### config.mk
export PLATFORM = sky130hd
export DESIGN_NAME = button_debounce_longpress_fsm
export DESIGN_NICKNAME = d
export VERILOG_FILES = /design/src/bdlp_pkg.sv /design/src/button_debounce_longpress_fsm.sv /design/src/bdlp_core.sv /design/src/bdlp_rsp_queue.sv
export VERILOG_INCLUDE_DIRS = /design/src /design/src/src
export SDC_FILE = /design/constraint.sdc
export NUM_CORES = 1
export LEC_CHECK = 0
export BUFFER_PORTS_ARGS = -buffer_cell sky130_fd_sc_hd__buf_2
export CAP_MARGIN = 10
export CELL_PAD_IN_SITES_DETAIL_PLACEMENT = 1
export CELL_PAD_IN_SITES_GLOBAL_PLACEMENT = 1
export CORE_MARGIN = 1
export CORE_UTILIZATION = 45
export CTS_CLUSTER_DIAMETER = 80
export DETAILED_ROUTE_END_ITERATION = 8
export PLACE_DENSITY = 0.9
export SYNTH_ARGS = -nofsm -noshare
export SYNTH_HDL_FRONTEND = slang
export SYNTH_SLANG_ARGS = --single-unit
### constraint.sdc
create_clock -name clock -period 3.3 [get_ports clock]
set_clock_uncertainty 0.05 [all_clocks]
set_input_delay 0.33 -clock clock [delete_from_list [all_inputs] [get_ports clock]]
set_output_delay 0.33 -clock clock [all_outputs]
set_load 0.1 [all_outputs]
### src/button_debounce_longpress_fsm_assert.svh
// Assertion macros shared by the debounce block.
// No dependencies; included by modules that carry checks.
`ifndef BUTTON_DEBOUNCE_LONGPRESS_FSM_ASSERT_SVH
`define BUTTON_DEBOUNCE_LONGPRESS_FSM_ASSERT_SVH

// Same-cycle implication, disabled during reset.
`define BDLP_ASSERT_NOW(label, clk, rst, ante, cons) \
   label: assert property (@(posedge clk) disable iff (rst) (ante) |-> (cons)) \
      else $error("bdlp assertion failed");

// Next-cycle implication, disabled during reset.
`define BDLP_ASSERT_NEXT(label, clk, rst, ante, cons) \
   label: assert property (@(posedge clk) disable iff (rst) (ante) |=> (cons)) \
      else $error("bdlp assertion failed");

`endif

### src/bdlp_pkg.sv
// Types and constants for the button debouncer with long press and repeat.
// No dependencies.
`timescale 1ns / 1ps

package bdlp_pkg;

   localparam int TIMER_WIDTH = 16;
   localparam int CFG_WIDTH   = 16;
   // counter loads are masked to the timer width and to the 16-bit state
   localparam int CNT_W       = (TIMER_WIDTH < 16) ? TIMER_WIDTH : 16;

   localparam int CSR_IDX_W   = 2;
   localparam logic [CSR_IDX_W-1:0] CSR_DEBOUNCE_TICKS    = 2'd0;
   localparam logic [CSR_IDX_W-1:0] CSR_LONG_PRESS_TICKS  = 2'd1;
   localparam logic [CSR_IDX_W-1:0] CSR_LONG_PRESS_ENABLE = 2'd2;
   localparam logic [CSR_IDX_W-1:0] CSR_REPEAT_ENABLE     = 2'd3;

   typedef enum logic [2:0] {
      PH_RELEASED    = 3'd0,
      PH_TO_PRESSED  = 3'd1,
      PH_PRESSED     = 3'd2,
      PH_TO_RELEASED = 3'd3,
      PH_LONG        = 3'd4,
      PH_LONG_TO_REL = 3'd5,
      PH_ENTER_REL   = 3'd6
   } phase_type;

   typedef enum logic [2:0] {
      EV_NONE       = 3'd0,
      EV_PRESS      = 3'd1,
      EV_RELEASE    = 3'd2,
      EV_LONG_PRESS = 3'd3,
      EV_LONG_REL   = 3'd4,
      EV_ENTER_REL  = 3'd5,
      EV_REPEAT     = 3'd6
   } event_type;

   typedef struct packed {
      logic [CNT_W-1:0] debounce_ticks;
      logic [CNT_W-1:0] long_press_ticks;
      logic             long_press_enable;
      logic             repeat_enable;
   } cfg_type;

   typedef struct packed {
      event_type ev;
      logic      held;
   } rsp_type;

endpackage

### src/button_debounce_longpress_fsm.sv
// Top level of the button debouncer with long press and repeat.
// Depends on bdlp_pkg, bdlp_core and bdlp_rsp_queue.
`timescale 1ns / 1ps
//
// Usage
//  - req channel: one raw button sample (req_level, 1 = pressed) per
//    transaction; a transaction completes when req_valid is high and
//    req_stall is low.
//  - rsp channel: exactly one result per sample: rsp_event_res (0 none,
//    1 press, 2 release, 3 long press, 4 long release, 5 entering released,
//    6 repeat) and rsp_held, the debounced level after that sample.
//  - csr port: csr_we writes csr_wdata into the register at csr_index
//    (0 debounce ticks, 1 long press ticks, 2 long press enable,
//    3 repeat enable). Write only while no results are pending.
//  - Timing: the result is registered in the result queue and offered
//    once earlier results have been taken. Throughput: one sample per
//    cycle while req_stall is low (state and counter update in bdlp_core).
//  - Receiver stall: a two-entry result queue keeps taking samples while
//    a result waits; req_stall rises only when both entries are held.
//  - Reset: synchronous, active high; phase returns to released, the
//    counter to zero, the queue empties and the registers take their
//    defaults (20, 1000, 1, 1).
//
module button_debounce_longpress_fsm import bdlp_pkg::*; (
   input  logic                 clock,
   input  logic                 reset,
   // sample channel
   input  logic                 req_valid,
   output logic                 req_stall,
   input  logic                 req_level,
   // result channel
   output logic                 rsp_valid,
   input  logic                 rsp_stall,
   output logic [2:0]           rsp_event_res,
   output logic                 rsp_held,
   // configuration write port
   input  logic                 csr_we,
   input  logic [CSR_IDX_W-1:0] csr_index,
   input  logic [CFG_WIDTH-1:0] csr_wdata
);

   cfg_type cfg_ff;
   rsp_type core_result;
   rsp_type head_result;
   logic    queue_full;
   logic    accept;

   // advance the machine on every completed sample transaction
   assign accept    = req_valid && !queue_full;
   assign req_stall = queue_full;

   // configuration registers; loads are masked to the counter width here
   always_ff @(posedge clock) begin
      if (reset) begin
         cfg_ff.debounce_ticks    <= CNT_W'(20);
         cfg_ff.long_press_ticks  <= CNT_W'(1000);
         cfg_ff.long_press_enable <= 1'b1;
         cfg_ff.repeat_enable     <= 1'b1;
      end else if (csr_we) begin
         unique case (csr_index)
            CSR_DEBOUNCE_TICKS:    cfg_ff.debounce_ticks    <= csr_wdata[CNT_W-1:0];
            CSR_LONG_PRESS_TICKS:  cfg_ff.long_press_ticks  <= csr_wdata[CNT_W-1:0];
            CSR_LONG_PRESS_ENABLE: cfg_ff.long_press_enable <= csr_wdata[0];
            CSR_REPEAT_ENABLE:     cfg_ff.repeat_enable     <= csr_wdata[0];
            default: ;
         endcase
      end
   end

   bdlp_core u_core (
      .clock  (clock),
      .reset  (reset),
      .step   (accept),
      .level  (req_level),
      .cfg    (cfg_ff),
      .result (core_result)
   );

   // hold results here while the receiver stalls
   bdlp_rsp_queue u_queue (
      .clock     (clock),
      .reset     (reset),
      .push      (accept),
      .push_data (core_result),
      .full      (queue_full),
      .rsp_valid (rsp_valid),
      .rsp_stall (rsp_stall),
      .rsp_data  (head_result)
   );

   assign rsp_event_res = head_result.ev;
   assign rsp_held      = head_result.held;

endmodule

### src/bdlp_core.sv
// Debounce state machine and down-counter, advanced once per accepted sample.
// Depends on bdlp_pkg.
`timescale 1ns / 1ps

module bdlp_core import bdlp_pkg::*; (
   input  logic    clock,
   input  logic    reset,
   input  logic    step,
   input  logic    level,
   input  cfg_type cfg,
   output rsp_type result
);

   phase_type        phase_ff, phase_in;
   logic [CNT_W-1:0] cnt_ff, cnt_in;
   event_type        ev;
   logic             cnt_zero;

   assign cnt_zero = (cnt_ff == '0);

   // next phase
   always_comb begin
      phase_in = phase_ff;
      unique case (phase_ff)
         PH_TO_PRESSED: begin
            if (!level) phase_in = PH_RELEASED;
            else if (cnt_zero) phase_in = PH_PRESSED;
         end
         PH_PRESSED: begin
            if (!level) phase_in = PH_TO_RELEASED;
            else if (cfg.long_press_enable && cnt_zero) phase_in = PH_LONG;
         end
         PH_TO_RELEASED: begin
            if (level) phase_in = PH_PRESSED;
            else if (cnt_zero)
               phase_in = cfg.long_press_enable ? PH_ENTER_REL : PH_RELEASED;
         end
         PH_LONG: begin
            if (!level) phase_in = PH_LONG_TO_REL;
         end
         PH_LONG_TO_REL: begin
            if (level) phase_in = PH_LONG;
            else if (cnt_zero)
               phase_in = cfg.long_press_enable ? PH_ENTER_REL : PH_RELEASED;
         end
         default: begin
            // released, entering released, and the unused code
            phase_in = level ? PH_TO_PRESSED : PH_RELEASED;
         end
      endcase
   end

   // event and counter
   always_comb begin
      ev     = (phase_ff == PH_ENTER_REL) ? EV_ENTER_REL : EV_NONE;
      cnt_in = cnt_ff;
      unique case (phase_ff)
         PH_TO_PRESSED: begin
            if (level) begin
               if (cnt_zero) begin
                  ev = EV_PRESS;
                  if (cfg.long_press_enable) cnt_in = cfg.long_press_ticks;
               end else begin
                  cnt_in = cnt_ff - CNT_W'(1);
               end
            end
         end
         PH_PRESSED: begin
            if (!level) begin
               cnt_in = cfg.debounce_ticks;
            end else if (cfg.long_press_enable) begin
               if (cnt_zero) begin
                  ev     = EV_LONG_PRESS;
                  cnt_in = cfg.long_press_ticks;
               end else begin
                  cnt_in = cnt_ff - CNT_W'(1);
               end
            end
         end
         PH_TO_RELEASED: begin
            if (!level) begin
               if (cnt_zero) ev = EV_RELEASE;
               else cnt_in = cnt_ff - CNT_W'(1);
            end
         end
         PH_LONG: begin
            if (!level) begin
               cnt_in = cfg.debounce_ticks;
            end else if (cfg.repeat_enable) begin
               if (cnt_zero) begin
                  ev     = EV_REPEAT;
                  cnt_in = cfg.long_press_ticks;
               end else begin
                  cnt_in = cnt_ff - CNT_W'(1);
               end
            end
         end
         PH_LONG_TO_REL: begin
            if (!level) begin
               if (cnt_zero) ev = EV_LONG_REL;
               else cnt_in = cnt_ff - CNT_W'(1);
            end
         end
         default: begin
            if (level) cnt_in = cfg.debounce_ticks;
         end
      endcase
   end

   always_ff @(posedge clock) begin
      if (reset) begin
         phase_ff <= PH_RELEASED;
         cnt_ff   <= '0;
      end else if (step) begin
         phase_ff <= phase_in;
         cnt_ff   <= cnt_in;
      end
   end

   assign result.ev   = ev;
   assign result.held = (phase_in == PH_PRESSED) || (phase_in == PH_TO_RELEASED) ||
                        (phase_in == PH_LONG) || (phase_in == PH_LONG_TO_REL);

endmodule

### src/bdlp_rsp_queue.sv
// Two-entry result queue that decouples the sample side from a stalled receiver.
// Depends on bdlp_pkg and the assertion macro header.
`timescale 1ns / 1ps
`include "button_debounce_longpress_fsm_assert.svh"

module bdlp_rsp_queue import bdlp_pkg::*; (
   input  logic    clock,
   input  logic    reset,
   input  logic    push,
   input  rsp_type push_data,
   output logic    full,
   output logic    rsp_valid,
   input  logic    rsp_stall,
   output rsp_type rsp_data
);

   rsp_type    slot_ff [2];
   logic       head_ff, head_in;
   logic [1:0] count_ff, count_in;
   logic       pop;
   logic       tail;

   assign rsp_valid = (count_ff != 2'd0);
   assign full      = (count_ff == 2'd2);
   assign pop       = rsp_valid && !rsp_stall;
   assign tail      = head_ff ^ count_ff[0];
   assign rsp_data  = slot_ff[head_ff];

   always_comb begin
      head_in  = pop ? ~head_ff : head_ff;
      count_in = count_ff + {1'b0, push} - {1'b0, pop};
   end

   always_ff @(posedge clock) begin
      if (reset) begin
         head_ff  <= 1'b0;
         count_ff <= 2'd0;
      end else begin
         head_ff  <= head_in;
         count_ff <= count_in;
      end
   end

   // payload slots, no reset needed
   always_ff @(posedge clock) begin
      if (push) slot_ff[tail] <= push_data;
   end

   `BDLP_ASSERT_NOW(a_count_bound, clock, reset, 1'b1, count_ff <= 2'd2)
   `BDLP_ASSERT_NOW(a_no_push_full, clock, reset, full, !push)
   `BDLP_ASSERT_NEXT(a_pop_only, clock, reset, pop && !push,
                     count_ff == $past(count_ff) - 2'd1)
   `BDLP_ASSERT_NEXT(a_push_only, clock, reset, push && !pop,
                     count_ff == $past(count_ff) + 2'd1)

endmodule

; ---- After elaboration in Yosys (flattened, before gate mapping)
; Memory sizes are Yosys's and may differ from the RTL's. A register that Yosys moved wholly into a read port is not among the register bits.
; Index checks and enable logic that the tools add are counted.
[totals]
register_bits = 56
ram_bits = 8
input_bits = 24
elab_cells = 93
memories = 1
[mem_list]
columns = memory, depth, word_bits, read_ports, rd_clocked_by_memory_dff, write_ports, line_no
row1 = u_queue.slot_ff, 2, 4, 1, 1, 1, bdlp_rsp_queue.sv:17  ; rsp_type slot_ff [2];
[classes]
addsub = 3
eq_ne = 20
mux = 41
bitwise_logic = 2
n_reduce_logical = 18
[op_table]
columns = cell, count
row1 = $mux W16, 11
row2 = $mux W3, 22
row3 = $pmux W16 S4, 1
row4 = $pmux W3 S5, 2
row5 = $logic_not A16 Y1, 1
row6 = $sub A16 B1 Y16 const B, 1
row7 = $eq A3 B3 Y1 const B, 5
row8 = $eq A3 B2 Y1 const B, 4
row9 = $ne A3 B3 Y1 const B, 3
row10 = $reduce_and A2 Y1, 4
row11 = $reduce_and A8 Y1, 1
row12 = $eq A2 B2 Y1 const B, 3
row13 = $ne A2 B2 Y1 const B, 3
row14 = $mux W1, 5
row15 = $reduce_bool A4 Y1, 1
row16 = $eq A3 B1 Y1 const B, 1
row17 = $logic_and A1 B1 Y1, 3
row18 = $logic_or A1 B1 Y1, 3
row19 = $add A2 B1 Y2, 1
row20 = $eq A2 B1 Y1 const B, 1
row21 = $logic_not A1 Y1, 2
row22 = $logic_not A2 Y1, 1
row23 = $reduce_bool A2 Y1, 1
row24 = $reduce_or A2 Y1, 1
row25 = 3 further kinds, 3

; ---- Depth between registers and ports, before layout
[logic_depth]
ltp_word = 9
ltp_mapped = 10
mapped_depth_nobuf = 8

; ---- Cells and area by module
; A second synthesis with hierarchy kept.
[hier_totals]
hier_cells = 461
hier_area_um2 = 4010.1
[by_module_without_submodules]
columns = module, n_inst, cells_each, area_each_um2
row1 = bdlp_core, 1, 284, 2052.0
row2 = button_debounce_longpress_fsm, 1, 143, 1450.1
row3 = bdlp_rsp_queue, 1, 34, 508.0

; ---- Worst setup path before layout
; Ideal clock, no wire load.
[synth_path]
path_type = register to register
start = register u_core.cnt_ff[0]
end = memory u_queue.slot_ff[0][0] (netlist bit) (data pin)
setup_ps = 267
arrival_time_ps = 2319
t_required_ps = 2983
setup_slack_ps = 664
stages_incl_launch_ff = 10
path_buffers = 1
path_cell_list = dfxtp_1 inv_1 ha_1 or4b_1 or4_4 buf_2 o21ai_0 o21a_1 o21ai_0 xnor2_1
[synth_rtl]
columns = element, line_no
row1 = "start, declared", bdlp_core.sv:15  ; logic [CNT_W-1:0] cnt_ff, cnt_in;
row2 = "start signal, assigned", bdlp_core.sv:116  ; cnt_ff <= cnt_in;
row3 = "end, declared", bdlp_rsp_queue.sv:17

; ---- Worst setup path in the final report
[layout_path]
start = register u_core.cnt_ff[0]
end = register u_core.cnt_ff[6]
[layout_between]
elab_chain_cells = 5
[layout_rtl]
columns = element, line_no
row1 = $sub A16 B1 Y16 / $logic_not A16 Y1 (equally long branches), n/a
row2 = $mux W16, "bdlp_core.sv:72, bdlp_core.sv:90"
row3 = $mux W16 (on tied branches), "bdlp_core.sv:89, bdlp_core.sv:71"
row4 = $mux W16 (on tied branches), "bdlp_core.sv:87, bdlp_core.sv:69"
row5 = $pmux W16 S4, bdlp_core.sv:57  ; unique case (phase_ff)
; Several ways; a longest one is shown, not always the timed one. The select of a mux whose other input is x is not followed.
; A chain may end at the register's enable or synchronous reset.

==> summary.md <==
| Metric | Value |
|---|---|
| Normalized max-slew margin | 47.4% |
| VDD IR-drop max | 412 µV |
| GRT Overall Usage | 30.8% |
| Asr flop ratio synth | 0% |
| Rows | 32 |
| Fin crit period | 2.98 ns |
| Vias in the first global route | 3893 |
| Reg-to-Reg Start | u_core.cnt_ff[0] |
| Crit path arrival time | 3.18 ns |
| Avg Vias per Cell | 6.39 |
| Crit Path Class | reg2reg |
| RR Endpoint | u_core.cnt_ff[6] |
| Mapped Area | 3750 µm² |
| Worst Hold Class | in2reg |
| Fin. Hold Viols | 0 |
| Crit path to | u_core.cnt_ff[6] |
| ANT cells | 0 |
| Post-route DRC | 0 |
| Outcome | finished clean |
| Clk buf depth | 2 |
| Final Wtd Congestion | 0.978 |
| RSZ-0062 raised after global routing | no |
| Final setup violating endpoints | 0 |
| R2R Setup Slk | 0.32 ns |
| Flops & latches, synth | 65 |
| TritonCTS Buffers | 9 |
| DRT iter0 DRCs | 290 |
| Leakage | 0.00158 µW |
| Core box area | 7890 µm² |
| Antenna-violating nets left | 0 |
| Final nets | 531 |
| GRT Residual Overflow | 0 |
| Multi-input logic area | 2180 µm² |
| Slew @ Worst Pin | 0.789 ns |
| EDFF count, synth | 8 |
| Skew-Pair Late Insertion Delay | 0.35 ns |
| Synth Flop Type | dfxtp_1 |
| Quantity of gates resized following cts | 0 |
| Clk slew on worst S/H paths | 0.08 ns |
| Post-Route Setup TNS | 0 ns |
| Worst Reg-to-Reg Cells | 8 |
| Crit-path max FO | 20 |
| Layout cells sized above 1 | 15.5% |
| I/O Pins | 30 |
| Wirelength per Cell | 20.9 µm |
| Die area | 8700 µm² |
| Cell count after synthesis | 486 |
| CTS sink cnt | 65 |
| Worst Setup SP | u_core.cnt_ff[0] |
| Placed Cells | 595 |
| H-tree levels | 3 |
| Post-synth cell types | 60 |
| CP startpoint kind | flip-flop |
| YS warnings | 0 |
| Register area share after synthesis | 36.8% |
| Syn Area/Cell | 7.71 µm² |
| Syn_nets | 513 |
| Initial antenna violation count | 0 |
| CTS root buf | clkbuf_8 |
| Pwr per Cell Area | 943 nW/µm² |
| Wire length of the first global-routing pass | 20.4 mm |
| Final non-filler cell total | 611 |
| WP data required | 3.49 ns |
| Vias | 3902 |
| Seq. cell area | 1380 µm² |
| Die extent in y | 93.3 µm |
| Starting Density | 47.5% |
| Post-CTS setup buffers | 0 |
| Max Clock Freq | 335 MHz |
| DRT Wirelength | 12.8 mm |
| Fillers | 978 |
| Count of final max-slew check failures | 0 |
| Total of max-cap violations | 0 |
| Post-DP HPWL | 8.74 mm |
| Die Wd | 93.3 µm |
| Hold wc startpoint | csr_wdata[4] |
| Synthesis-to-layout area growth | 11.1% |
| CTS Hold Bufs | 0 |
| Port bufs | 29 |
| TritonCTS clock tree | built |
| Crit share post-route | 90.4% |
| Critical Path Sink Type | flip-flop |
| Largest net degree at the start of global routing | 40 |
| 1st-pass router iterations | 5 |
[kinds of logic after synthesis]
family | count (synthesis) | share of synthesized area (%)
xor gates and xnor gates | 17 | 3.97
muxes | 5 | 1.47
and+or+nand+nor | 218 | 28.4
buffers and inverters | 44 | 5.07
AOI/OAI and AO/OA | 133 | 22.9
DFF | 65 | 36.8
adders and majority gates | 4 | 1.27
[layout by cell type, fill, tap and decap left out, types with 3 or more instances in the layout]
cell type,count
a211oi_1,10
a21o_1,3
a21oi_1,50
a22oi_1,4
and3_1,3
and3b_1,3
buf_2,29
buf_4,13
clkbuf_8,10
dfxtp_1,57
edfxtp_1,8
ha_1,3
inv_1,8
mux2_2,4
nand2_1,87
nand2b_1,5
nand3_1,4
nand3b_1,12
nor2_1,48
nor2b_1,5
nor3_1,16
nor3b_1,3
nor4_1,7
o211ai_1,3
o21a_1,3
o21ai_0,22
o221ai_1,6
o22ai_1,7
o41ai_1,4
or2_2,5
or3_1,4
or4_1,3
xnor2_1,7
xor2_1,10
[area by class of cell]
type	instances	area share, %
clock buffers	10	3.30
repair buffers	42	5.83
inverters	9	0.811
clock inverters	6	1.59
multi-input cells	377	52.3
well taps	102	3.06
flip-flops and latches	65	33.2
[flip-flops by register name, indices dropped and copies added (netlist names), named ones only]
| register | cells |
|---|---|
| u_queue.slot_ff | 8 |
| cfg_ff | 34 |
| u_queue.head_ff | 1 |
| u_core.phase_ff | 3 |
| u_queue.count_ff | 2 |
| u_core.cnt_ff | 16 |
[how the worst min path moves through the flow]
stage | cells past startpoint | to
floorplan | 2 | cfg_ff[12]
global placement | 2 | cfg_ff[21]
detailed placement | 2 | cfg_ff[21]
CTS | 3 | cfg_ff[22]
global route | 3 | cfg_ff[22]
finish | 3 | cfg_ff[22]
[cells in the mapped netlist, types with 6 or more instances]
| library cell | n | area share [%] |
|---|---|---|
| a211oi_1 | 10 | 2.0 |
| a21oi_1 | 50 | 6.7 |
| clkbuf_1 | 29 | 2.9 |
| dfxtp_1 | 57 | 30 |
| edfxtp_1 | 8 | 6.4 |
| inv_1 | 8 | 0.80 |
| nand2_1 | 87 | 8.7 |
| nand3b_1 | 12 | 2.4 |
| nor2_1 | 48 | 4.8 |
| nor3_1 | 16 | 2.1 |
| nor4_1 | 7 | 1.2 |
| o21ai_0 | 22 | 2.9 |
| o221ai_1 | 6 | 1.4 |
| o22ai_1 | 7 | 1.2 |
| xnor2_1 | 7 | 1.6 |
| xor2_1 | 10 | 2.3 |
[worst max-delay path, stage by stage, from the launching register on]
cell       delay, ns
dfxtp_1         0.38
inv_1           0.09
ha_1            0.21
or4b_1          0.47
or4_4           0.56
a211oi_2        0.21
or2_2           0.42
nor4_1          0.11
a2111oi_0       0.36
[report_power, final]
| group | switching [µW] | leakage (µW) | internal, µW | total (µW) |
|---|---|---|---|---|
| logic | 1400 | 0.000931 | 697 | 2090 |
| clock network | 347 | 0.000103 | 371 | 718 |
| registers | 171 | 0.000543 | 949 | 1120 |
| total | 1910 | 0.00158 | 2020 | 3930 |
[per-stage QoR]
stage	utilization (%)	cell area (µm²)	hold slack (ns)	worst slack, ns	power [µW]
global placement	50.2	3960	0.401	0.468	3070
global route	52.8	4170	0.166	0.0698	4120
detailed placement	50.2	3960	0.409	0.352	3150
CTS	52.8	4170	0.142	0.317	3890
finish	52.8	4170	0.144	0.317	3930
floorplan	-	3750	0.382	0.664	2650
[routing by layer]
metal	up-vias	global-route usage, %	wire [µm]
met2	148	50.8	6030
met4	0	12.7	375
met1	1942	39.9	5630
li1	1778	-	-
met5	-	0	0
met3	34	4.96	730
Note: power is estimated with default switching activity, not from simulation.
